### src/rtl/lcsd_ram.sv
// Generic simple dual-port RAM with registered read.
module lcsd_ram #(
	parameter int WIDTH = 8,
	parameter int DEPTH = 256,
	localparam int AW = $clog2(DEPTH)
) (
	input  logic             clk,
	input  logic             we,
	input  logic [AW-1:0]    waddr,
	input  logic [WIDTH-1:0] wdata,
	input  logic [AW-1:0]    raddr,
	output logic [WIDTH-1:0] rdata
);

	logic [WIDTH-1:0] mem_q [DEPTH];
	logic [WIDTH-1:0] rdata_q;

	always_ff @(posedge clk) begin
		if (we) begin
			mem_q[waddr] <= wdata;
		end
		rdata_q <= mem_q[raddr];
	end

	assign rdata = rdata_q;

endmodule

### config.mk
export PLATFORM = sky130hd
export DESIGN_NAME = lcsd_ram
export DESIGN_NICKNAME = d
export VERILOG_FILES = /design/src/rtl/lcsd_ram.sv
export SDC_FILE = /design/constraint.sdc
export NUM_CORES = 2
export LEC_CHECK = 0
export ABC_CLOCK_PERIOD_IN_PS = 6250
export BUFFER_PORTS_ARGS = -buffer_cell sky130_fd_sc_hd__buf_2
export CORE_UTILIZATION = 35
export DETAILED_ROUTE_END_ITERATION = 12
export SLEW_MARGIN = 20
export SYNTH_ARGS = -nofsm -noshare
export SYNTH_HDL_FRONTEND = slang
export SYNTH_SLANG_ARGS = --single-unit
### constraint.sdc
create_clock -name clk -period 6.25 [get_ports clk]
set_clock_uncertainty 0.05 [all_clocks]
set_input_delay 0.3125 -clock clk [delete_from_list [all_inputs] [get_ports clk]]
set_output_delay 0.3125 -clock clk [all_outputs]
set_load 0.03 [all_outputs]
## After elaboration in Yosys (flattened, before gate mapping)

Memory sizes are Yosys's and may differ from the RTL's. A register that Yosys moved wholly into a read port is not among the register bits.
Cells that the tools add are included.

| storage, ports and cells | value |
|---|---|
| bits in registers | 0 |
| memories kept | 1 |
| input bits | 26 |
| word-level logic and storage cells | 3 |
| bits in writable memories | 2048 |
| output and inout port bits | 8 |

| operators by class | value |
|---|---|
| multiplexer cells | 2 |

Memories:

| memory | words | width | rd ports | clocked after Yosys merged registers in | write ports | RTL line | text |
|---|---|---|---|---|---|---|---|
| mem_q | 256 | 8 | 1 | 1 | 1 | 15 | `logic [WIDTH-1:0] mem_q [DEPTH];` |

Operators with widths:

| operator | number |
|---|---|
| $mux W1 | 2 |

## Logic depth before layout (Yosys ltp)

| depth | value |
|---|---|
| depth in word-level cells | 2 |
| gate-level depth with buffers | 11 |

## Least setup slack after synthesis

Ideal clock, no wire load.

| timing path | value |
|---|---|
| path type | input port to flip-flop |
| from | input raddr[0] |
| to | register rdata_q[2], in the netlist rdata[2], read port of mem_q |
| cell stages on the path | 9 |
| path buffers | 4 |
| path slack | 3.950 ns |
| arrival time | 2.119 ns |
| setup time | 0.131 ns |
| path through | buf_6 > buf_12 > buf_8 > buf_2 > mux4_2 > a22oi_1 > a21oi_1 > nor4_1 > nor4_2 |

RTL lines:

| item | RTL line | text |
|---|---|---|
| start: declaration | 11 | `input logic [AW-1:0] raddr,` |
| end: declaration | 16 | `logic [WIDTH-1:0] rdata_q;` |

==> summary.txt <==
Synth area leaders = edfxtp_1 77%, mux4_2 13%, mux2i_1 1.7%
Total Power = 0.0287 W
Rel. slew slack = 22.2%
largest net degree at the start of global routing = 193
synthesis-stage register bit count = 2056
setup bufs post-CTS = 0
CTS Buf Count = 204
Hold Vio Cnt, Final = 0
Clk Latency, worst-skew pair = 850 ps
Port Buf Inserts = 33
Die H = 479 µm
hold slack = 129 ps
Tcrit/Tclk final = 50.2%
via count = 38600
Worst Path Max Fanout = 37
Slew @ Worst Pin = 1170 ps
NumNets Final = 3864
total die area = 229000 µm²
Setup crit start kind = input pin
max-slew violations = 0
ys flop type = edfxtp_1
outcome = finished, final reports clean
CTS H-tree lvls = 4
Avg WL per Cell = 28.6 µm
gr ovfl total = 0
Peak VDD IR = 0.000226 V
Peak Freq = 319 MHz
Rows = 174
Post-Synthesis Cells = 3733
Post-synth EDFFs = 2048
Iter 0 DRT Violations = 4733
CTS sink count = 2056
yosys warns = 0
Core Box Area = 225000 µm²
area grow syn2layout = 12.8%
commonest cells after routing, fill and taps aside = 2048 x edfxtp_1, 454 x mux4_2, 279 x nor2_1, 204 x clkbuf_16, 134 x mux2i_1
# setup viols final = 0
worst endpoint data arrival time = 3840 ps
top cell type's share of synthesized area = 77.3%
WP data required = 6960 ps
Initial Util = 35.3%
area of placed instances = 83000 µm²
RSZ-0062 raised after global routing = false
register area share after synthesis = 77.5%
async set-reset flop share out of synthesis = 0%
initial antenna violation count = 11
1st-pass router iterations = 5
PostCTS Resize Cnt = 0
DP HPWL = 121000 µm
Final WS setup = 3110 ps
CTS tree = built
vias in the first global route = 38900
cell area after synthesis = 79600 µm²
critical path type = input pin to register
commonest non-fill, non-tap cell in the layout = edfxtp_1
footprint of the multi-input gates = 16500 µm²
clk buf depth = 3
setup_tns = 0 ps
max cap viols = 0
Avg Cell Area, Syn = 21.3 µm²
Top Ports = 34
Antenna Violating Nets Remaining = 0
global-route wire length before repair = 288000 µm
routability cong. = 0.848
clock root cell = clkbuf_16
worst min-delay path class = input pin to register
DIE WIDTH = 479 µm
post-route cell area = 89700 µm²
layout filler cell count = 19800
min cycle time layout = 3140 ps
Placement Setup Slack = 2320 ps
leakage = 27.1 nW
drt drc = 0
Distinct cells, synth = 55
Post-CTS Hold Buffers = 7
final wirelength = 200000 µm
Worst-path clk slew = 60 ps
synthesized net count = 3759
CP Capture Type = register
gr usage total = 17.4%
Yosys top cell by area = edfxtp_1
power density cells = 320 nW/µm²
Register Area = 61700 µm²
vias per cell = 5.51
share of cells above drive strength 1 = 21.9%
per-stage QoR:
stage	std cells	utilization, %
floorplan	3733	-
global placement	6615	36.8
detailed placement	6615	36.9
CTS	6996	39.8
global route	7001	39.8
finish	7003	39.8
sequential cells by signal (all words and copies together) (netlist names):
name	cells
mem_q	2048
rdata	8
Yosys cell counts (2+ instances only):
cell       count
a2111oi_0      2
a2111oi_1      2
a211oi_1      16
a21oi_1       96
a221oi_1      13
a22o_1         8
a22oi_1      133
a311oi_1       2
a31oi_1        2
and2_1         6
and3b_1        2
buf_1         22
buf_12         8
buf_2         31
buf_4         27
buf_6         21
buf_8         13
clkbuf_1     111
dfxtp_1        8
edfxtp_1    2048
mux2i_1      134
mux4_1         2
mux4_2       454
nand2_1       33
nand2b_1       8
nand3_1       34
nand3b_1       2
nand4_1       10
nor2_1       282
nor2b_1       31
nor3_1        22
nor4_1        24
nor4_2         3
o211ai_1      10
o21ai_0       10
o21ai_1        2
o221ai_1      46
o22a_1         5
o22ai_1       28
o32ai_1        4
or2_2          4
area by class of cell:
type / instances / share of cell area (%)
inverters: 2 / 0.00837
diodes: 5 / 0.0139
repair buffers: 132 / 1.38
clock buffers: 254 / 5.91
well taps: 2992 / 4.17
multi-input cells: 1442 / 18.4
clock inverters: 120 / 1.38
flip-flops and latches: 2056 / 68.7
kinds of logic (layout without fill, tap and decap cells):
| group | count (synthesis) | in the layout | synth area share [%] |
|---|---|---|---|
| buffers and inverters | 235 | 508 | 1.83 |
| flip-flops | 2056 | 2056 | 77.5 |
| AND/OR/NAND/NOR | 466 | 466 | 2.63 |
| other | 0 | 5 | 0 |
| AO/OA/AOI/OAI | 385 | 385 | 3.42 |
| multiplexers | 591 | 591 | 14.6 |
layer usage:
layer	up-vias	part of all wire (%)	GRT usage [%]
li1	15900	-	-
met1	20700	41	24.2
met4	0	2.6	4.77
met2	1661	48	27.7
met5	-	0	0
met3	295	7.8	3.41
report_power, final:
part / leakage (nW) / switching (W) / internal [W]
Clock: 3.15 / 0.00525 / 0.00682
Sequential: 18.5 / 0.0000183 / 0.0152
Combinational: 5.51 / 0.000931 / 0.000454
path summary, 6_finish.rpt:
kind                              startpoint            end  slack [ps]  cells after the start
worst min register to register  mem_q[32][5]       rdata[5]        1000                      6
worst max-delay path                raddr[2]       rdata[3]        3110                      7
worst min-delay path                waddr[2]  mem_q[220][1]         130                      3
worst max register to register  mem_q[27][3]       rdata[3]        3530                      6
critical path, stage by stage:
cell,delay (ps)
buf_4,570
clkinv_1,820
nor2_1,760
a22oi_1,210
a31oi_1,530
nor4_1,260
nor4_1,250
No activity file was read; power rests on OpenSTA's default activity.
