==> src/rtl/lcsd_pkg.sv <==
// Shared constants, types and state codes of the diagonal LCS length engine.
package lcsd_pkg;

	localparam int MAX_LEN      = 256;
	localparam int MAX_ALPHABET = 16;

	localparam int OP_W      = 2;
	localparam int SYM_W     = 5;
	localparam int CFG_W     = 5;
	localparam int OUT_LEN_W = 9;

	localparam int CNT_W   = $clog2(MAX_LEN + 1);
	localparam int ADDR_W  = $clog2(MAX_LEN);
	localparam int POS_W   = $clog2(MAX_LEN + 2);
	localparam int ALPHA_W = $clog2(MAX_ALPHABET);
	localparam int AC_W    = $clog2(MAX_ALPHABET + 1);
	localparam int CMP_W   = SYM_W + AC_W;
	localparam int TBL_AW  = ALPHA_W + CNT_W;
	localparam int TBL_DEPTH = 1 << TBL_AW;

	localparam logic [POS_W-1:0] NO_MATCH = POS_W'(MAX_LEN + 1);

	typedef enum logic [OP_W-1:0] {
		OP_LOAD_A  = 2'd0,
		OP_LOAD_B  = 2'd1,
		OP_COMPUTE = 2'd2,
		OP_NONE    = 2'd3
	} opcode_t;

	typedef struct packed {
		logic [CNT_W-1:0] m;
		logic [CNT_W-1:0] n;
		logic [AC_W-1:0]  alpha;
	} job_t;

	typedef struct packed {
		logic              en;
		logic [ADDR_W-1:0] addr;
		logic [POS_W-1:0]  data;
	} diag_wr_t;

	typedef struct packed {
		logic              en;
		logic [TBL_AW-1:0] addr;
		logic [POS_W-1:0]  data;
	} tbl_wr_t;

	typedef enum logic [2:0] {
		BLD_IDLE,
		BLD_CLEAR,
		BLD_INIT,
		BLD_RUN,
		BLD_DRAIN,
		BLD_DONE
	} bld_state_t;

	typedef enum logic [1:0] {
		SW_IDLE,
		SW_TBL,
		SW_EVAL,
		SW_DONE
	} sw_state_t;

	typedef enum logic [1:0] {
		TOP_IDLE,
		TOP_BUILD,
		TOP_SWEEP,
		TOP_DONE
	} top_state_t;

endpackage

==> src/rtl/lcsd_sweep.sv <==
// Diagonal sweep: least end position in B per length, with early stop.
module lcsd_sweep (
	input  logic                        clk,
	input  logic                        arst_n,
	input  logic                        start,
	input  lcsd_pkg::job_t              job,
	input  logic [lcsd_pkg::SYM_W-1:0]  a_rdata,
	input  logic [lcsd_pkg::POS_W-1:0]  tbl_rdata,
	input  logic [lcsd_pkg::POS_W-1:0]  diag_rdata,
	output logic [lcsd_pkg::ADDR_W-1:0] a_raddr,
	output logic [lcsd_pkg::TBL_AW-1:0] tbl_raddr,
	output logic [lcsd_pkg::ADDR_W-1:0] diag_raddr,
	output lcsd_pkg::diag_wr_t          diag_wr,
	output logic                        done,
	output logic [lcsd_pkg::CNT_W-1:0]  best
);

	lcsd_pkg::sw_state_t st_q, st_d;

	logic [lcsd_pkg::ADDR_W-1:0] i_q, i_d, j_q, j_d, len;
	logic [lcsd_pkg::POS_W-1:0]  pos_q, pos_d, cand, least;
	logic [lcsd_pkg::CNT_W-1:0]  best_q, best_d, len_p1, best_e, i_rem, i_p1c;
	logic                        ok_q, ok_d, sym_ok;
	logic [lcsd_pkg::SYM_W-1:0]  sym_m1;
	logic [lcsd_pkg::SYM_W+lcsd_pkg::ALPHA_W-1:0] sym_wide;
	logic                        fin, stop;

	assign len      = j_q - i_q;
	assign sym_ok   = (a_rdata != '0) &&
	                  (lcsd_pkg::CMP_W'(a_rdata) <= lcsd_pkg::CMP_W'(job.alpha));
	assign sym_m1   = a_rdata - lcsd_pkg::SYM_W'(1);
	assign sym_wide = {{lcsd_pkg::ALPHA_W{1'b0}}, sym_m1};
	assign cand     = ok_q ? tbl_rdata : lcsd_pkg::NO_MATCH;
	assign least    = (diag_rdata < cand) ? diag_rdata : cand;
	assign len_p1   = lcsd_pkg::CNT_W'(len) + lcsd_pkg::CNT_W'(1);
	assign i_rem    = job.m - lcsd_pkg::CNT_W'(i_q);
	assign i_p1c    = lcsd_pkg::CNT_W'(i_q) + lcsd_pkg::CNT_W'(1);

	// address follows the next value of j, so A[j] is on rdata in SW_TBL
	assign a_raddr    = j_d;
	assign tbl_raddr  = {sym_wide[lcsd_pkg::ALPHA_W-1:0], pos_q[lcsd_pkg::CNT_W-1:0]};
	assign diag_raddr = len;
	assign best       = best_q;

	always_ff @(posedge clk or negedge arst_n) begin
		if (!arst_n) begin
			st_q <= lcsd_pkg::SW_IDLE;
		end else begin
			st_q <= st_d;
		end
	end

	always_ff @(posedge clk) begin
		i_q    <= i_d;
		j_q    <= j_d;
		pos_q  <= pos_d;
		best_q <= best_d;
		ok_q   <= ok_d;
	end

	always_comb begin
		st_d    = st_q;
		i_d     = i_q;
		j_d     = j_q;
		pos_d   = pos_q;
		best_d  = best_q;
		ok_d    = ok_q;
		diag_wr = '0;
		done    = 1'b0;
		fin     = 1'b0;
		best_e  = best_q;
		stop    = 1'b0;

		case (st_q)
			lcsd_pkg::SW_IDLE: begin
				if (start) begin
					best_d = '0;
					i_d    = '0;
					j_d    = '0;
					pos_d  = '0;
					st_d   = (job.m != '0) ? lcsd_pkg::SW_TBL : lcsd_pkg::SW_DONE;
				end
			end
			lcsd_pkg::SW_TBL: begin
				ok_d = sym_ok;
				st_d = lcsd_pkg::SW_EVAL;
			end
			lcsd_pkg::SW_EVAL: begin
				if (least > lcsd_pkg::POS_W'(job.n)) begin
					fin = 1'b1;
				end else begin
					diag_wr.en   = 1'b1;
					diag_wr.addr = len;
					diag_wr.data = least;
					pos_d        = least;
					if (len_p1 > best_q) begin
						best_e = len_p1;
					end
					best_d = best_e;
					if (lcsd_pkg::CNT_W'(j_q) + lcsd_pkg::CNT_W'(1) < job.m) begin
						j_d  = j_q + lcsd_pkg::ADDR_W'(1);
						st_d = lcsd_pkg::SW_TBL;
					end else begin
						fin = 1'b1;
					end
				end
				// end of a diagonal: stop when the rest of A cannot beat best or no diagonal is left
				if (fin) begin
					stop = (i_rem < best_e) || (i_p1c >= job.m);
					if (stop) begin
						st_d = lcsd_pkg::SW_DONE;
					end else begin
						i_d   = i_q + lcsd_pkg::ADDR_W'(1);
						j_d   = i_q + lcsd_pkg::ADDR_W'(1);
						pos_d = '0;
						st_d  = lcsd_pkg::SW_TBL;
					end
				end
			end
			lcsd_pkg::SW_DONE: begin
				done = 1'b1;
				st_d = lcsd_pkg::SW_IDLE;
			end
			default: begin
				st_d = lcsd_pkg::SW_IDLE;
			end
		endcase
	end

endmodule

==> config.mk <==
export PLATFORM = sky130hd
export DESIGN_NAME = lcsd_sweep
export DESIGN_NICKNAME = d
export VERILOG_FILES = /design/src/rtl/lcsd_pkg.sv /design/src/rtl/lcsd_sweep.sv
export SDC_FILE = /design/constraint.sdc
export NUM_CORES = 1
export LEC_CHECK = 0
export BUFFER_PORTS_ARGS = -buffer_cell sky130_fd_sc_hd__buf_2
export CAP_MARGIN = 0
export CORE_MARGIN = 2
export CORE_UTILIZATION = 55
export CTS_CLUSTER_DIAMETER = 50
export DETAILED_ROUTE_END_ITERATION = 6
export GPL_ROUTABILITY_DRIVEN = 0
export PLACE_DENSITY = 0.93
export SYNTH_ARGS = -nofsm -noshare
export SYNTH_HDL_FRONTEND = slang
export SYNTH_SLANG_ARGS = --single-unit
export TNS_END_PERCENT = 30
==> constraint.sdc <==
create_clock -name clk -period 11.9 [get_ports clk]
set_input_delay 0 -clock clk [delete_from_list [all_inputs] [get_ports clk]]
set_output_delay 0 -clock clk [all_outputs]
set_load 0.05 [all_outputs]
---- Yosys cells after proc, flatten, opt, wreduce, memory -nomap -nowiden ----
Cells that the tools add are included.
word-level totals
  flip-flop bits (word level) ............. 37
  input port bits ......................... 49
  output and inout port bits .............. 57
  logic and storage cells ................. 72
cells by class
  add/sub/neg operators ................... 8
  order comparisons ....................... 7
  equal/unequal tests ..................... 8
  muxes and demuxes ....................... 34
  reductions and logical operators ........ 9
operator list
  kind                                              number
  two-way mux 9 bit                                 9
  two-way mux 8 bit                                 8
  two-way mux 18 bit                                2
  one-hot mux 9 bit (2 select lines)                2
  one-hot mux 8 bit (2 select lines)                2
  adder 8 x 1 -> 9 bit, second input constant       3
  less-than comparator 9 bit                        3
  > comparator 9 bit                                2
  adder 8 x 1 -> 8 bit, second input constant       2
  two-way mux 2 bit                                 6
  >= comparator 9 bit                               1
  nonzero test 9 bit                                1
  subtractor 9 x 8 -> 9 bit                         1
  one-hot mux 2 bit (4 select lines)                1
  subtractor 8 bit                                  1
  != test 2 bit, second input constant              3
  != test 3 bit, second input constant              2
  less-or-equal comparator 5 bit                    1
  nonzero test 5 bit                                1
  == test 2 bit, second input constant              2
  two-way mux 1 bit                                 4
  AND reduction 4 bit                               1
  subtractor 4 x 1 -> 4 bit, second input constant  1
  AND reduction 3 bit                               1
  6 further kinds                                   6

---- Depth between registers and ports, before layout ----
  word-level depth ........................ 11
  gate-level depth with buffers ........... 27
  depth with buffers taken out ............ 26

---- Worst setup path before layout ----
OpenSTA, ideal clock, no wires.
  kind .................................... reg-to-reg
  start point ............................. reg i_q[0] in the netlist's numbering
  end point ............................... reg j_q[0] in the netlist's numbering
  setup time .............................. 0.220 ns
  data arrival time ....................... 6.931 ns
  data required time ...................... 11.680 ns
  path slack .............................. 4.750 ns
  cell stages (with the launch flop) ...... 25
  path buffers ............................ 1
  clock period less this slack ............ 7.150 ns
  path through ............................ edfxtp_1 -> ha_1 -> inv_1 -> fa_1 -> xor2_1 -> and3_1 -> nand4_1 -> and4bb_2 -> xor2_1 -> ha_1 -> nand4_1 -> a31oi_1 -> o2bb2ai_2 -> nor2_1 -> mux2i_1 -> ha_1 -> a211oi_1 -> o21ai_1 -> a31o_2 -> a21oi_1 -> o21a_1 -> a211oi_1 -> clkbuf_1 -> a311oi_1 -> a31oi_1
between the ends
  word-level cells in the longest chain between the ends .. 11
  elaborated cells on any way between the ends .. 15
  classes of those cells .................. add/sub: 5; order compare: 3; mux: 6; reduce/logical: 1
RTL lines
  element                               RTL line           RTL
  start: declaration                    lcsd_sweep.sv:20   logic [lcsd_pkg::ADDR_W-1:0] i_q, i_d, j_q, j_d, len;
  start signal: assignment              lcsd_sweep.sv:54   i_q <= i_d;
  subtractor 8 bit *                    lcsd_sweep.sv:28   assign len = j_q - i_q;
  via diag_raddr, one bit               lcsd_sweep.sv:12   output logic [lcsd_pkg::ADDR_W-1:0] diag_raddr,
  adder 8 x 1 -> 9 bit *                lcsd_sweep.sv:35   assign len_p1 = lcsd_pkg::CNT_W'(len) + lcsd_pkg::CNT_W'(1);
  > comparator 9 bit                    lcsd_sweep.sv:96   if (len_p1 > best_q) begin
  two-way mux 9 bit *                   lcsd_sweep.sv:96
  two-way mux 9 bit *                   --
  two-way mux 9 bit *                   lcsd_sweep.sv:74   case (st_q)
  less-than comparator 9 bit *          lcsd_sweep.sv:109  stop = (i_rem < best_e) || (i_p1c >= job.m);
  logical OR 1 bit *                    lcsd_sweep.sv:109
  two-way mux 8 bit *                   lcsd_sweep.sv:110  if (stop) begin
  two-way mux 8 bit *                   lcsd_sweep.sv:108  if (fin) begin
  one-hot mux 8 bit (2 select lines) *  lcsd_sweep.sv:74
  via a_raddr, one bit                  lcsd_sweep.sv:10   output logic [lcsd_pkg::ADDR_W-1:0] a_raddr,
  end signal: assignment                lcsd_sweep.sv:55   j_q <= j_d;
  end: declaration                      lcsd_sweep.sv:20
Mark *: on every way through the listed nets, which the timed path passes. The rest lies on a longest branch. The select of a mux whose other input is x is not followed.
A chain may end at the register's enable or synchronous reset.

---- Worst setup path after layout ----
  start point ............................. reg ok_q
  end point ............................... out a_raddr[5] in the netlist's numbering
between the ends
  word-level cells in the longest chain between the ends .. 11
  elaborated cells on any way between the ends .. 14
  classes of those cells .................. order compare: 3; mux: 10; reduce/logical: 1
RTL lines
  element                               RTL line           RTL
  start: declaration                    lcsd_sweep.sv:23   logic ok_q, ok_d, sym_ok;
  start signal: assignment              lcsd_sweep.sv:58   ok_q <= ok_d;
  two-way mux 9 bit *                   lcsd_sweep.sv:33   assign cand = ok_q ? tbl_rdata : lcsd_pkg::NO_MATCH;
  less-than comparator 9 bit            lcsd_sweep.sv:34   assign least = (diag_rdata < cand) ? diag_rdata : cand;
  two-way mux 9 bit *                   lcsd_sweep.sv:34
  > comparator 9 bit *                  lcsd_sweep.sv:89   if (least > lcsd_pkg::POS_W'(job.n)) begin
  two-way mux 9 bit                     --
  two-way mux 9 bit                     lcsd_sweep.sv:74
  less-than comparator 9 bit            lcsd_sweep.sv:109
  logical OR 1 bit                      lcsd_sweep.sv:109
  two-way mux 8 bit                     lcsd_sweep.sv:110
  two-way mux 8 bit *                   lcsd_sweep.sv:108
  one-hot mux 8 bit (2 select lines) *  lcsd_sweep.sv:74
  end: declaration                      lcsd_sweep.sv:10
Every way passes the cells marked *; elsewhere a longest branch is shown, timed or not. The select of a mux whose other input is x is not followed.

==> results by group <==
Run status
  • Status: finished, final reports clean

Critical path
  • Slowest CP cell: edfxtp_1
  • Crit path required time: approximately 12 ns
  • CP arrival: 7.25 ns
  • Crit path from: ok_q
  • Worst Setup Start Kind: flip-flop
  • Reg-to-reg startpoint: ok_q
  • Setup Crit Path Kind: flip-flop to output port
  • Crit. End Element: output port
  • Crit-path max cell delay: roughly 0.53 ns
  • Critical path fanouts, max: 17
  • Reg2Reg Setup Slack: just under 5 ns

Clock tree
  • Depth of the CTS H-tree: 2
  • TritonCTS clock tree: yes
  • CTS Buf Count: 5
  • Setup bufs post-CTS: 0
  • Hold-fix buffers, CTS: 1
  • Clock root buffer: clkbuf_8
  • Clock Latency Late Sink: roughly 0.30 ns
  • Clock Path Buffers: 2
  • Post_cts resized: 0
  • Clock slew at reported path FFs: 0.08 ns
  • Clock Sinks: 37

Synth
  • Unique masters post-synth: 57
  • Seq cells post-synth: 37
  • Number of synthesized flops with an enable pin: 27
  • Post-synthesis compound-gate area fraction: around 17%
  • Post-synth ARST share: under 10%
  • XOR/XNOR Fraction of Synth Area: 6.241%
  • Post-Syn Nets: 648
  • Post-synth top area share: about 22%
  • Synth Area in Adders: 22.78%
  • Simple-gate share of the synthesized area: approximately a fifth
  • Post-synthesis sequential area ratio: 23.47%
  • Synth area leader: ha_1
  • Syn avg cell area: 8.350 sq um
  • Synth Warn #: 0
  • Synth Flop Type: edfxtp_1
  • Synthesized area: 4350 sq um
  • Area contributors post-synth: ha_1, edfxtp_1, inv_1
  • Cell count after synthesis: 521
  • Main combinational cell family by area after synthesis: adder cells
  • Multiplexer area fraction after synthesis: 3.681%

Timing
  • Measured slew at the worst slew-check pin: about 0.83 ns
  • Hold WS: approximately 0.005 ns
  • Slew headroom: around 45%
  • Max Fclk: ~0.14 GHz
  • Final setup fails: 0
  • Final Cycle Share: 60.93%
  • Setup TNS: 0 ns
  • RSZ-0062 raised after global routing: no
  • Fin. Hold Viols: 0
  • Worst clock skew: 0.009922 ns
  • Minimum clock period: between 7 and 8 ns
  • Slew Limit Fails: 0

Final layout
  • Share of post-route cells with drive strength above 1: approximately 20%
  • Commonest non-fill, non-tap cell in the layout: buf_2
  • Fin area: about 5000 sq um
  • Antenna cells: 0
  • Nets: around 750
  • Filler Cell Count: just over 600
  • Area delta synth->final: 17.52%
  • Most frequent cells in the layout: buf_2, ha_1, inv_1
  • Final Util: between 60% and 70%

Drt
  • Initial DRC Count: 355
  • WL per Instance: 17.25 microns
  • Drt via density: approximately 6.1
  • Drt pass-1 iters: 5
  • Final WL: between 10 and 15 mm
  • Post-DRT Antenna Nets: 0
  • Vias after detailed routing: roughly 4400
  • # DRC: 0

Global routing
  • GRT Overall Usage: 28.75%
  • Initial antenna violation count: 0
  • Largest net degree at the start of global routing: 23
  • Grt ovf: 0
  • Vias in the first global route: ~4300
  • Global-route wire length before repair: 19.96 mm

Die
  • Floorplan die width: ~93 microns
  • Starting density of the core: 56.59%
  • Core ar.: between 7000 and 8000 sq um
  • Die area: roughly 8600 sq um
  • Die Y-Extent: 92.94 microns
  • I/O pins: ~110
  • Row cnt: 32

Hold path
  • Hold WC Path Type: input port to async pin

Run
  • Max-cap check violation count: 0

Place
  • Placement Cell Area: 4965 sq um
  • Placed wire-length estimate: ~10 mm
  • Number of I/O port buffers: between 100 and 150
-- final timing paths --
kind                              end  cells past startpoint
setup / recovery           a_raddr[5]                     26
max in group asynchronous     st_q[0]                      2
setup reg to reg               i_q[2]                     26
min in group clk              st_q[1]                      4
hold / removal                st_q[1]                      2
hold reg to reg              pos_q[5]                      2
-- layout make-up --
type / instances / area [sq um] / area share, %
well taps: 102 / 127.6 / 2.496
clock inverters: 3 / 68.82 / 1.346
repair buffers: 108 / 550.5 / 10.77
flip-flops and latches: 37 / 1021 / 19.97
multi-input cells: 407 / 3028 / 59.23
inverters: 66 / 247.7 / 4.846
clock buffers: 5 / 68.82 / 1.346
-- metal layers --
metal | part of all wire (%) | GRT usage [%] | routed length [microns] | vias up
met1 | 39 | 35.89 | 4868 | 2022
met5 | 0 | 0 | 0 | -
li1 | - | - | - | 2072
met4 | 3.6 | 11.76 | 449 | 0
met2 | 48 | 49.52 | 5979 | 291
met3 | 10 | 4.312 | 1257 | 53
-- sequential cells by signal, indices dropped and copies added, names as in the netlist --
signal	cells
pos_q	9
ok_q	1
best	9
st_q	2
j_q	8
i_q	8
-- critical path, delay by kind of cell (launching register included) --
kind	cells	cell delay (ns)
AND/OR/NAND/NOR	5	1.12
multiplexers	2	0.66
adder cells (fa/ha/maj)	3	0.88
AO/OA/AOI/OAI	14	3.18
flip-flops	1	0.53
buffers and inverters	2	0.57
-- cells by family (layout without fill, tap and decap cells) --
| group | Yosys count | after routing |
|---|---|---|
| AOI/OAI and AO/OA | 111 | 111 |
| adders and majority gates | 78 | 78 |
| DFF | 37 | 37 |
| and+or+nand+nor | 171 | 171 |
| buffers and inverters | 77 | 182 |
| xor gates and xnor gates | 31 | 31 |
| muxes | 16 | 16 |
-- Yosys cell counts, types with 3 or more instances --
cell and number:
or3_1 3, ha_1 76, o21a_1 4, and2_1 19, a21oi_1 26, a31oi_1 9
o211ai_1 5, nor2b_1 6, a22oi_1 9, nor2_1 48, nand2_1 35, clkbuf_1 7
and3_1 10, o21ai_0 19, a21o_1 8, nand3_1 16, a211oi_1 4, nand4_1 10
mux2i_1 16, xnor2_1 19, nand2b_1 6, dfxtp_1 8, nor4_1 4, nor3_1 6
xor2_1 12, a221o_1 3, o21bai_1 5, inv_1 66, edfxtp_1 27
-- metrics by stage --
step | setup slack, ns | cells
after floorplan | 4.750 | 521
after global placement | 5.503 | 719
after detailed placement | 5.107 | 719
after CTS | 4.758 | 728
after global routing | 4.187 | 728
final | 4.649 | 728
Power is not shown: default switching activity piles up to over one toggle a cycle in this logic, so the estimate is an artifact.
