File: src/rtl/lcsd_pkg.sv
// Shared constants, types and state codes of the diagonal LCS length engine.
package lcsd_pkg;

	localparam int MAX_LEN      = 256;
	localparam int MAX_ALPHABET = 16;

	localparam int OP_W      = 2;
	localparam int SYM_W     = 5;
	localparam int CFG_W     = 5;
	localparam int OUT_LEN_W = 9;

	localparam int CNT_W   = $clog2(MAX_LEN + 1);
	localparam int ADDR_W  = $clog2(MAX_LEN);
	localparam int POS_W   = $clog2(MAX_LEN + 2);
	localparam int ALPHA_W = $clog2(MAX_ALPHABET);
	localparam int AC_W    = $clog2(MAX_ALPHABET + 1);
	localparam int CMP_W   = SYM_W + AC_W;
	localparam int TBL_AW  = ALPHA_W + CNT_W;
	localparam int TBL_DEPTH = 1 << TBL_AW;

	localparam logic [POS_W-1:0] NO_MATCH = POS_W'(MAX_LEN + 1);

	typedef enum logic [OP_W-1:0] {
		OP_LOAD_A  = 2'd0,
		OP_LOAD_B  = 2'd1,
		OP_COMPUTE = 2'd2,
		OP_NONE    = 2'd3
	} opcode_t;

	typedef struct packed {
		logic [CNT_W-1:0] m;
		logic [CNT_W-1:0] n;
		logic [AC_W-1:0]  alpha;
	} job_t;

	typedef struct packed {
		logic              en;
		logic [ADDR_W-1:0] addr;
		logic [POS_W-1:0]  data;
	} diag_wr_t;

	typedef struct packed {
		logic              en;
		logic [TBL_AW-1:0] addr;
		logic [POS_W-1:0]  data;
	} tbl_wr_t;

	typedef enum logic [2:0] {
		BLD_IDLE,
		BLD_CLEAR,
		BLD_INIT,
		BLD_RUN,
		BLD_DRAIN,
		BLD_DONE
	} bld_state_t;

	typedef enum logic [1:0] {
		SW_IDLE,
		SW_TBL,
		SW_EVAL,
		SW_DONE
	} sw_state_t;

	typedef enum logic [1:0] {
		TOP_IDLE,
		TOP_BUILD,
		TOP_SWEEP,
		TOP_DONE
	} top_state_t;

endpackage

File: src/rtl/lcsd_build.sv
// Diagonal store clear and backward next-occurrence table build.
module lcsd_build (
	input  logic                       clk,
	input  logic                       arst_n,
	input  logic                       start,
	input  lcsd_pkg::job_t             job,
	input  logic [lcsd_pkg::SYM_W-1:0] b_rdata,
	output logic [lcsd_pkg::ADDR_W-1:0] b_raddr,
	output lcsd_pkg::tbl_wr_t          tbl_wr,
	output lcsd_pkg::diag_wr_t         diag_wr,
	output logic                       done
);

	lcsd_pkg::bld_state_t st_q, st_d;

	logic [lcsd_pkg::CNT_W-1:0] cnt_q, cnt_d, cnt_m1, cnt_p1;
	logic [lcsd_pkg::AC_W-1:0]  s_q, s_d, s_p1;
	logic [lcsd_pkg::POS_W-1:0] nxt_q, nxt_d, val;
	logic                       v_s1, v_d;
	logic [lcsd_pkg::CNT_W-1:0] p_s1, p_d, p_m1;
	logic                       hit, s_last;

	assign cnt_m1 = cnt_q - lcsd_pkg::CNT_W'(1);
	assign cnt_p1 = cnt_q + lcsd_pkg::CNT_W'(1);
	assign s_p1   = s_q + lcsd_pkg::AC_W'(1);
	assign s_last = (s_p1 == job.alpha);
	assign p_m1   = p_s1 - lcsd_pkg::CNT_W'(1);
	// B[p-1] is symbol s+1: the next occurrence from p-1 is p
	assign hit    = (lcsd_pkg::CMP_W'(b_rdata) == lcsd_pkg::CMP_W'(s_p1));
	assign val    = hit ? lcsd_pkg::POS_W'(p_s1) : nxt_q;
	assign b_raddr = cnt_m1[lcsd_pkg::ADDR_W-1:0];

	always_ff @(posedge clk or negedge arst_n) begin
		if (!arst_n) begin
			st_q <= lcsd_pkg::BLD_IDLE;
			v_s1 <= 1'b0;
		end else begin
			st_q <= st_d;
			v_s1 <= v_d;
		end
	end

	always_ff @(posedge clk) begin
		cnt_q <= cnt_d;
		s_q   <= s_d;
		nxt_q <= nxt_d;
		p_s1  <= p_d;
	end

	always_comb begin
		st_d    = st_q;
		cnt_d   = cnt_q;
		s_d     = s_q;
		nxt_d   = nxt_q;
		v_d     = 1'b0;
		p_d     = p_s1;
		tbl_wr  = '0;
		diag_wr = '0;
		done    = 1'b0;

		// write stage of the backward fill
		if (v_s1) begin
			tbl_wr.en   = 1'b1;
			tbl_wr.addr = {s_q[lcsd_pkg::ALPHA_W-1:0], p_m1};
			tbl_wr.data = val;
			nxt_d       = val;
		end

		case (st_q)
			lcsd_pkg::BLD_IDLE: begin
				if (start) begin
					cnt_d = '0;
					s_d   = '0;
					if (job.m != '0) begin
						st_d = lcsd_pkg::BLD_CLEAR;
					end else if (job.alpha != '0) begin
						st_d = lcsd_pkg::BLD_INIT;
					end else begin
						st_d = lcsd_pkg::BLD_DONE;
					end
				end
			end
			lcsd_pkg::BLD_CLEAR: begin
				diag_wr.en   = 1'b1;
				diag_wr.addr = cnt_q[lcsd_pkg::ADDR_W-1:0];
				diag_wr.data = lcsd_pkg::NO_MATCH;
				cnt_d        = cnt_p1;
				if (cnt_p1 == job.m) begin
					st_d = (job.alpha != '0) ? lcsd_pkg::BLD_INIT : lcsd_pkg::BLD_DONE;
				end
			end
			lcsd_pkg::BLD_INIT: begin
				tbl_wr.en   = 1'b1;
				tbl_wr.addr = {s_q[lcsd_pkg::ALPHA_W-1:0], job.n};
				tbl_wr.data = lcsd_pkg::NO_MATCH;
				nxt_d       = lcsd_pkg::NO_MATCH;
				cnt_d       = job.n;
				if (job.n != '0) begin
					st_d = lcsd_pkg::BLD_RUN;
				end else if (s_last) begin
					st_d = lcsd_pkg::BLD_DONE;
				end else begin
					s_d = s_p1;
				end
			end
			lcsd_pkg::BLD_RUN: begin
				v_d   = 1'b1;
				p_d   = cnt_q;
				cnt_d = cnt_m1;
				if (cnt_q == lcsd_pkg::CNT_W'(1)) begin
					st_d = lcsd_pkg::BLD_DRAIN;
				end
			end
			lcsd_pkg::BLD_DRAIN: begin
				if (s_last) begin
					st_d = lcsd_pkg::BLD_DONE;
				end else begin
					s_d  = s_p1;
					st_d = lcsd_pkg::BLD_INIT;
				end
			end
			lcsd_pkg::BLD_DONE: begin
				done = 1'b1;
				st_d = lcsd_pkg::BLD_IDLE;
			end
			default: begin
				st_d = lcsd_pkg::BLD_IDLE;
			end
		endcase
	end

endmodule

File: config.mk
export PLATFORM = sky130hd
export DESIGN_NAME = lcsd_build
export DESIGN_NICKNAME = d
export VERILOG_FILES = /design/src/rtl/lcsd_pkg.sv /design/src/rtl/lcsd_build.sv
export SDC_FILE = /design/constraint.sdc
export NUM_CORES = 1
export LEC_CHECK = 0
export BUFFER_PORTS_ARGS = -buffer_cell sky130_fd_sc_hd__buf_2
export CORE_MARGIN = 2
export CORE_UTILIZATION = 48
export DETAILED_ROUTE_END_ITERATION = 8
export HOLD_SLACK_MARGIN = 0.08
export PLACE_DENSITY_LB_ADDON = 0.15
export SLEW_MARGIN = 20
export SYNTH_ARGS = -nofsm -noshare
export SYNTH_HDL_FRONTEND = slang
export SYNTH_SLANG_ARGS = --single-unit
File: constraint.sdc
create_clock -name clk -period 2.25 [get_ports clk]
set_input_delay 0.45 -clock clk [delete_from_list [all_inputs] [get_ports clk]]
set_output_delay 0.45 -clock clk [all_outputs]
set_load 0.02 [all_outputs]
==> Word-level counts from Yosys, hierarchy flattened <==
Index checks and enable logic that the tools add are counted.
{ "totals": {"wordCells": 54, "reg_bits": 36} }
{ "op_classes": {"mux": 21, "reduce_logical": 9, "n_addsub": 4, "eq_ne": 14} }
{ "ops": {"columns": ["op", "count"], "rows": [
  ["23-bit 2-to-1 mux", 2],
  ["9-bit case mux with 4 select lines", 1],
  ["3-bit 2-to-1 mux", 8],
  ["18-bit 2-to-1 mux", 1],
  ["9-bit 2-to-1 mux", 2],
  ["9-bit nonzero test", 2],
  ["9-bit by 1-bit subtractor with 9-bit output (second input constant)", 2],
  ["5-bit 2-to-1 mux", 3],
  ["3-bit case mux with 5 select lines", 1],
  ["5-bit case mux with 3 select lines", 1],
  ["5-bit == test", 2],
  ["9-bit by 1-bit adder with 9-bit output (second input constant)", 1],
  ["9-bit by 1-bit == test with 1-bit output (second input constant)", 1],
  ["9-bit == test", 1],
  ["2-bit inequality test (second input constant)", 4],
  ["3-bit by 2-bit == test with 1-bit output (second input constant)", 2],
  ["3-bit == test (second input constant)", 2],
  ["5-bit by 1-bit adder with 5-bit output (second input constant)", 1],
  ["5-bit nonzero test", 1],
  ["4-bit AND reduction", 1],
  ["4-bit nonzero test", 1],
  ["3-bit by 1-bit == test with 1-bit output (second input constant)", 1],
  ["3-bit logical NOT", 1],
  ["3-bit inequality test (second input constant)", 1],
  ["4 further kinds", 5]
]} }

==> Logic depth before layout (Yosys ltp) <==
Gate-level depths: netlist (run 1).
{ "logic_depth": {"word_depth": 5, "depth_mapped": 10, "ltp_nobuf": 9} }

==> Worst setup path after synthesis (run 1) <==
OpenSTA, ideal clock, no wires.
{ "synth_path": {"kind": "register -> register", "startpoint": "register cnt_q[0] (netlist bit)", "endpoint": "register st_q[1]", "period_less_slack_ps": 2617, "path_stages_with_launch": 11, "arrival_ps": 2498, "path_slack_ps": -367, "n_path_buf": 1, "path_cell_list": "edfxtp_1 -> buf_2 -> inv_1 -> ha_1 -> xor2_1 -> a311oi_1 -> nand4b_1 -> or3_1 -> a2111o_1 -> a2bb2oi_1 -> o21a_1"} }
{ "synth_between": {"elab_chain_len": 4, "elab_cells_between_ends": 6} }
{ "synth_rtl": {"columns": ["item", "line_no", "text"], "rows": [
  ["start, declared", "lcsd_build.sv:16", "logic [lcsd_pkg::CNT_W-1:0] cnt_q, cnt_d, cnt_m1, cnt_p1;"],
  ["start signal, assigned", "lcsd_build.sv:44", "cnt_q <= cnt_d;"],
  ["9-bit by 1-bit adder with 9-bit output", "lcsd_build.sv:24", "assign cnt_p1 = cnt_q + lcsd_pkg::CNT_W'(1);"],
  ["9-bit == test", "lcsd_build.sv:88", "if (cnt_p1 == job.m) begin"],
  ["2-bit inequality test (no line)", null, null],
  ["4-bit AND reduction (no line) (*)", null, null],
  ["end signal, assigned", "lcsd_build.sv:35", "st_q <= lcsd_pkg::BLD_IDLE;"],
  ["end signal, assigned", "lcsd_build.sv:38", "st_q <= st_d;"],
  ["end, declared", "lcsd_build.sv:14", "lcsd_pkg::bld_state_t st_q, st_d;"]
]} }
Every way passes the cells marked *; elsewhere a longest branch is shown, timed or not.
A chain may end at the register's enable or synchronous reset.

==> flow_summary.json, run 1 <==
{
  "p_switching_mw": 2.896,
  "routabilityCongestion": 0.9457,
  "power_switching_share": 0.4678,
  "p_int_mw": 3.294,
  "timing.rr.start": "cnt_q[0]",
  "drtPass1Iterations": 4,
  "end_of_the_worst_hold_path": "nxt_q[1]",
  "vias_after_detailed_routing": 2881,
  "clkSinkCount": 36,
  "cp_data_required_time_ns": 1.80,
  "synth-warning-count": 0,
  "die-area_sq_um": 6617,
  "drt-total-wl_um": 8725,
  "grt_pass1_wl_um": 13230,
  "nFillCells": 488,
  "fp.coreArea_sq_um": 5851,
  "io_pins": 81,
  "grt_max_degree": 32,
  "crit_path_max_delay_cell_type": "edfxtp_1",
  "p_leak_nw": 1.988,
  "min_period_over_period": 1.144,
  "irDropWorstVdd_uv": 826.1,
  "first_global_vias": 2725,
  "final_hold_viols": 0,
  "detailed_place_hpwl_um": 6675,
  "antenna_cells": 0,
  "clkPwrFrac": 0.079,
  "post_synth_num_cell_types": 56,
  "cts_tree": "yes",
  "netlist_instances": 332,
  "end_kind": "primary output",
  "hold_path.startpoint": "nxt_q[1]",
  "ant_nets": 0,
  "root_cell_of_the_clock_tree": "clkbuf_8",
  "outcome": "complete, but fails checks",
  "drt-vias-per-instance": 5.238,
  "final_common_cell": "buf_4",
  "ff2ff_path_depth": 10,
  "synth-seq-cells": 36,
  "synth-edff-count": 23,
  "highest_clock_rate_ghz": 0.3884,
  "syn-cell-area_sq_um": 2872,
  "async_reset_ff_frac": 0.1111,
  "ys_top_cells_by_area": "edfxtp_1 (24%), xor2_1 (7.0%), dfxtp_1 (6.3%), xnor2_1 (6.1%), nor2_1 (5.0%)",
  "sequentialPowerShare": 0.230,
  "drt_iter0_drc": 160,
  "synth_top_area_share": 0.2405,
  "drc_errors_left": 0,
  "htree_levels": 2,
  "most_frequent_cells_in_the_layout": "buf_4 (84), buf_2 (63), nor2_1 (35)",
  "slew_violations": 0,
  "setup-violations-final": 18,
  "violations": "setup timing",
  "ff_latch_area_sq_um": 970.9,
  "floorplan.initialDensity": 0.4908,
  "die_width_um": 81.35,
  "combinational_share_of_power": 0.690,
  "post-synth-top-area-cell": "edfxtp_1",
  "reg2reg_setup_slack_ns": -0.27,
  "worst_slack_ns": -0.3250,
  "total_area_of_multi_input_combinational_cells_sq_um": 1908,
  "largest_stage_delay_on_the_critical_path_ns": 0.44,
  "clk_transition_reported_paths_ns": 0.08,
  "timing.slew.headroom": 0.4550,
  "period_needed_ns": 2.575,
  "die_h_um": 81.35,
  "powerDensity_nw_per_um2": 1484,
  "critical_path.reg2reg.endpoint": "st_q[1]",
  "data_arrival_time_at_the_worst_slack_endpoint_ns": 2.12,
  "synth-seq-area-share": 0.3381,
  "tightestPinTransition_ns": 0.8145,
  "grt_antenna_before_repair": 0,
  "setup-tns-final_ns": -3.599,
  "hold_class": "reg -> reg",
  "cap_violations": 0,
  "wire_per_inst_um": 15.86,
  "timing.clock.skew_ns": 0.009778,
  "syn_to_final_growth_pct": 45.27,
  "grt_setup_unrepaired": "yes",
  "crit_fanout": 7,
  "critPathLaunchType": "register",
  "cts-buffers-inserted": 5,
  "drive_above_1_share": 0.4253,
  "postSynth.topFlopCell": "edfxtp_1",
  "groute.usage.overall": 0.2671,
  "final.hold.worst_slack_ns": 0.4608,
  "mean_post_synth_cell_area_sq_um": 8.649,
  "clkLatencyLatePin_ns": 0.29,
  "cp_cell_sequence": "ha_4 -> nand3_4 -> xor2_2 -> xor2_1 -> nand3_2 -> buf_6 -> mux2i_1 -> nor2_1 -> buf_4",
  "floorplan.rows": 28,
  "grt-ovfl-total": 0,
  "fin_nets": 510,
  "worst_hold_path.num_cells": 1,
  "criticalPathCategory": "reg -> out",
  "ctsLongestPathBuffers": 2,
  "port_buffers": 73
}
[metal layers]
metal / part of all wire / track usage / vias up
met5: 0 / 0 / -
li1: - / - / 1431
met2: 0.50 / 0.4648 / 92
met3: 0.051 / 0.03556 / 10
met4: 0.013 / 0.08644 / 0
met1: 0.44 / 0.3408 / 1348
[cell usage after synthesis, drive strengths merged, types with 3 or more instances]
| cell | number |
|---|---|
| dfrtp | 4 |
| ha | 5 |
| a21oi | 5 |
| buf | 18 |
| xnor2 | 21 |
| mux2i | 11 |
| nor4 | 6 |
| clkbuf | 10 |
| nand3 | 13 |
| nand2 | 33 |
| edfxtp | 23 |
| dfxtp | 9 |
| nand4 | 3 |
| a21o | 7 |
| inv | 11 |
| nor3 | 17 |
| o21ai | 14 |
| mux2 | 5 |
| and2 | 6 |
| nand2b | 7 |
| xor2 | 23 |
| a31oi | 3 |
| a22oi | 6 |
| nor2 | 38 |
| nor2b | 6 |
[state kept, by name (all words and copies together), names as in the netlist]
signal	flops
s_q	5
p_s1	9
nxt_q	9
cnt_q	9
st_q	3
v_s1	1
[what timing repair did]
| action | in CTS | in global routing |
|---|---|---|
| hold endpoints to repair | 4 | 0 |
| setup buffers | 16 | 5 |
| endpoints found under the setup margin | 25 | 29 |
| hold buffers | 1 | 0 |
| resized for setup | 32 | 9 |
| pin swaps | 13 | 12 |
| cloned | 0 | 0 |
[worst max path at each step]
stage          startpoint         to  cells after the start
3_3_place_gp     cnt_q[0]    st_q[1]                     10
4_1_cts            s_q[1]  tbl_wr[4]                      9
6_report           s_q[0]  tbl_wr[1]                      9
3_5_place_dp     cnt_q[0]    st_q[1]                     10
5_1_grt            s_q[1]  tbl_wr[3]                      9
2_1_floorplan    cnt_q[0]    st_q[1]                     10
[per-stage QoR]
| stage | util | power (mW) | instance area, sq um | instances | setup slack (ns) |
|---|---|---|---|---|---|
| after floorplan | - | 3.822 | 2977 | 338 | -0.1749 |
| after global placement | 0.6386 | 5.125 | 3736 | 521 | -0.2641 |
| after detailed placement | 0.6386 | 5.179 | 3736 | 521 | -0.3151 |
| after CTS | 0.6985 | 6.035 | 4086 | 545 | -0.3509 |
| after global routing | 0.7130 | 6.600 | 4172 | 550 | -0.4459 |
| final | 0.7130 | 6.190 | 4172 | 550 | -0.3250 |
[critical path, delay by kind of cell, from the launching register on]
family / cells / cell delay, ns
xor gates and xnor gates: 2 / 0.35
muxes: 1 / 0.12
buffers and inverters: 2 / 0.33
DFF: 1 / 0.44
and+or+nand+nor: 3 / 0.35
adders and majority gates: 1 / 0.22
[layout make-up]
class,count,area share
multi-input combinational,263,0.4574
timing repair buffer,157,0.2534
sequential,36,0.2328
tap,75,0.02250
clock buffer,6,0.01980
inverter,11,0.01170
clock inverter,2,0.002400
[power by group through the flow]
stage               clock network [mW]  logic (mW)  registers (mW)
finish                           0.491        4.27            1.43
global route                     0.526        4.61            1.46
CTS                              0.499        4.14            1.40
detailed placement                   0        3.75            1.43
global placement                     0        3.71            1.42
floorplan                            0        2.50            1.32
[cells by family (layout without fill, tap and decap cells)]
kind of cell,Yosys count,after routing,synth area share
fa+ha+maj,5,5,0.02179
buf+inv,39,176,0.07015
other cells,1,7,0.001306
mux,16,16,0.05795
xor+xnor,45,45,0.1447
compound gates,47,47,0.1137
simple gates,143,143,0.2523
flops,36,36,0.3381
Power figures use the tool's default switching activity.
==> inputs of run 2 (changes only) <==
==> constraint.sdc (replaced) <==
create_clock -name clk -period 2.25 [get_ports clk]
set_input_delay 0.45 -clock clk [delete_from_list [all_inputs] [get_ports clk]]
set_output_delay 0.45 -clock clk [all_outputs]
set_load 0.005 [all_outputs]
==> run 2 against run 1 <==
Sequential power grew 3%. Largest cell class unchanged. The flow still finishes with violations (setup timing). Via count grew 1.3%. Combinational power shrank 16%.
==> flow_summary.json, run 2 (synthesis gave the netlist of run 1 again) <==
{
  "period_needed_ns": 2.561,
  "clk_transition_reported_paths_ns": 0.08,
  "htree_levels": 2,
  "detailed_place_hpwl_um": 6464,
  "cts_tree": "yes",
  "drt-total-wl_um": 8718,
  "grt_setup_unrepaired": "yes",
  "grt-ovfl-total": 0,
  "port_buffers": 73,
  "startpoint": "s_q[2]",
  "timing.clock.skew_ns": 0.01191,
  "antenna_cells": 0,
  "final.hold.worst_slack_ns": 0.4592,
  "drtPass1Iterations": 4,
  "syn_to_final_growth_pct": 43.22,
  "finish.cell_count_without_fillers": 545,
  "timing.slew.headroom": 0.4446,
  "cap_violations": 0,
  "clkLatencyLatePin_ns": 0.29,
  "setup.worst_path.end": "tbl_wr[8]",
  "groute.usage.overall": 0.2610,
  "final_hold_viols": 0,
  "powerDensity_nw_per_um2": 1362,
  "grt_pass1_wl_um": 13110,
  "tightestPinTransition_ns": 0.8300,
  "dpl.cell_count": 511,
  "vias_after_detailed_routing": 2918,
  "routabilityCongestion": 0.9817,
  "setup-violations-final": 18,
  "cts-buffers-inserted": 5,
  "cp_data_required_time_ns": 1.80,
  "critical_path.reg2reg.endpoint": "st_q[1]",
  "die_h_um": 81.35,
  "timing.rr.start": "cnt_q[0]",
  "ant_nets": 0,
  "drc_errors_left": 0,
  "die_width_um": 81.35,
  "wire_per_inst_um": 16.00,
  "io_pins": 81,
  "grt_max_degree": 32,
  "most_frequent_cells_in_the_layout": "buf_2 (73), buf_4 (70), nor2_1 (36)",
  "fp.coreArea_sq_um": 5851,
  "p_leak_nw": 1.962,
  "reg2reg_setup_slack_ns": -0.26,
  "preCtsSetupSlack_ns": -0.2108,
  "root_cell_of_the_clock_tree": "clkbuf_8",
  "first_global_vias": 2639,
  "drt_iter0_drc": 190,
  "highest_clock_rate_ghz": 0.3905,
  "ctsLongestPathBuffers": 2,
  "fin_nets": 505,
  "clkSinkCount": 36,
  "min_period_over_period": 1.138,
  "slew_violations": 0,
  "outcome": "complete, but fails checks",
  "crit_fanout": 4,
  "criticalPathCategory": "reg -> out",
  "floorplan.rows": 28,
  "biggestRegsByFlops": "cnt_q: 9 flops, nxt_q: 9 flops, p_s1: 9 flops",
  "ff2ff_path_depth": 9,
  "violations": "setup timing",
  "irDropWorstVdd_uv": 682.3,
  "hold_class": "reg -> reg",
  "grt_antenna_before_repair": 0,
  "critPathLaunchType": "register",
  "die-area_sq_um": 6617,
  "drive_above_1_share": 0.4106,
  "drt-vias-per-instance": 5.354,
  "worst_slack_ns": -0.3111,
  "end_kind": "primary output",
  "final_common_cell": "buf_2",
  "floorplan.initialDensity": 0.4908,
  "data_arrival_time_at_the_worst_slack_endpoint_ns": 2.11
}
==> run 2: worst max-delay path, cell delays in order, from the launching register on <==
cell and delay [ns]:
edfxtp_1 0.56, nand3_2 0.17, xnor2_2 0.21, xnor2_1 0.16
nand3_2 0.15, mux2_2 0.31, nand2_1 0.10, nand2_1 0.06
buf_2 0.12
==> run 2: layout make-up <==
| cell class | instances | area (sq um) |
|---|---|---|
| well taps | 75 | 93.84 |
| repair buffers | 152 | 991.0 |
| clock buffers | 5 | 68.82 |
| flip-flops and latches | 36 | 970.9 |
| fillers | 463 | 1738 |
| clock inverters | 3 | 42.54 |
| inverters | 11 | 43.79 |
| multi-input cells | 263 | 1902 |
==> run 2: where the power goes <==
part	internal, mW	switching, mW
Sequential	1.11	0.356
Clock	0.328	0.243
Combinational	1.79	1.78
==> run 2: repair_timing <==
action | 4_1_cts | 5_1_grt
pin swaps | 14 | 22
resized for setup | 8 | 26
setup buffers | 13 | 16
setup endpoints to repair | 22 | 33
hold buffers | 1 | 0
hold endpoints to repair | 4 | 0
==> run 2: per-stage QoR <==
step / power [mW] / setup TNS, ns / util / area (sq um)
floorplan: 3.314 / -0.3859 / - / 2942
global placement: 4.504 / -0.5530 / 0.6198 / 3626
detailed placement: 4.569 / -0.9109 / 0.6198 / 3626
CTS: 5.269 / -3.439 / 0.6632 / 3880
global route: 5.994 / -6.074 / 0.7030 / 4113
finish: 5.603 / -3.370 / 0.7030 / 4113
==> run 2: layer usage <==
metal | global-route usage | vias up | share of wire
li1 | - | 1416 | -
met1 | 0.3516 | 1376 | 0.43
met2 | 0.4426 | 116 | 0.48
met3 | 0.04000 | 10 | 0.070
met4 | 0.05424 | 0 | 0.015
met5 | 0 | - | 0
==> run 2: worst min path at each step <==
stage                           to     start  cells past startpoint  slack [ns]
after floorplan            st_q[0]    arst_n                      0        0.15
after global placement        v_s1    arst_n                      1        0.27
after detailed placement      v_s1    arst_n                      1        0.27
after CTS                 nxt_q[4]  nxt_q[4]                      1        0.46
after global routing      nxt_q[6]  nxt_q[6]                      1        0.49
final                     nxt_q[7]  nxt_q[7]                      1        0.46
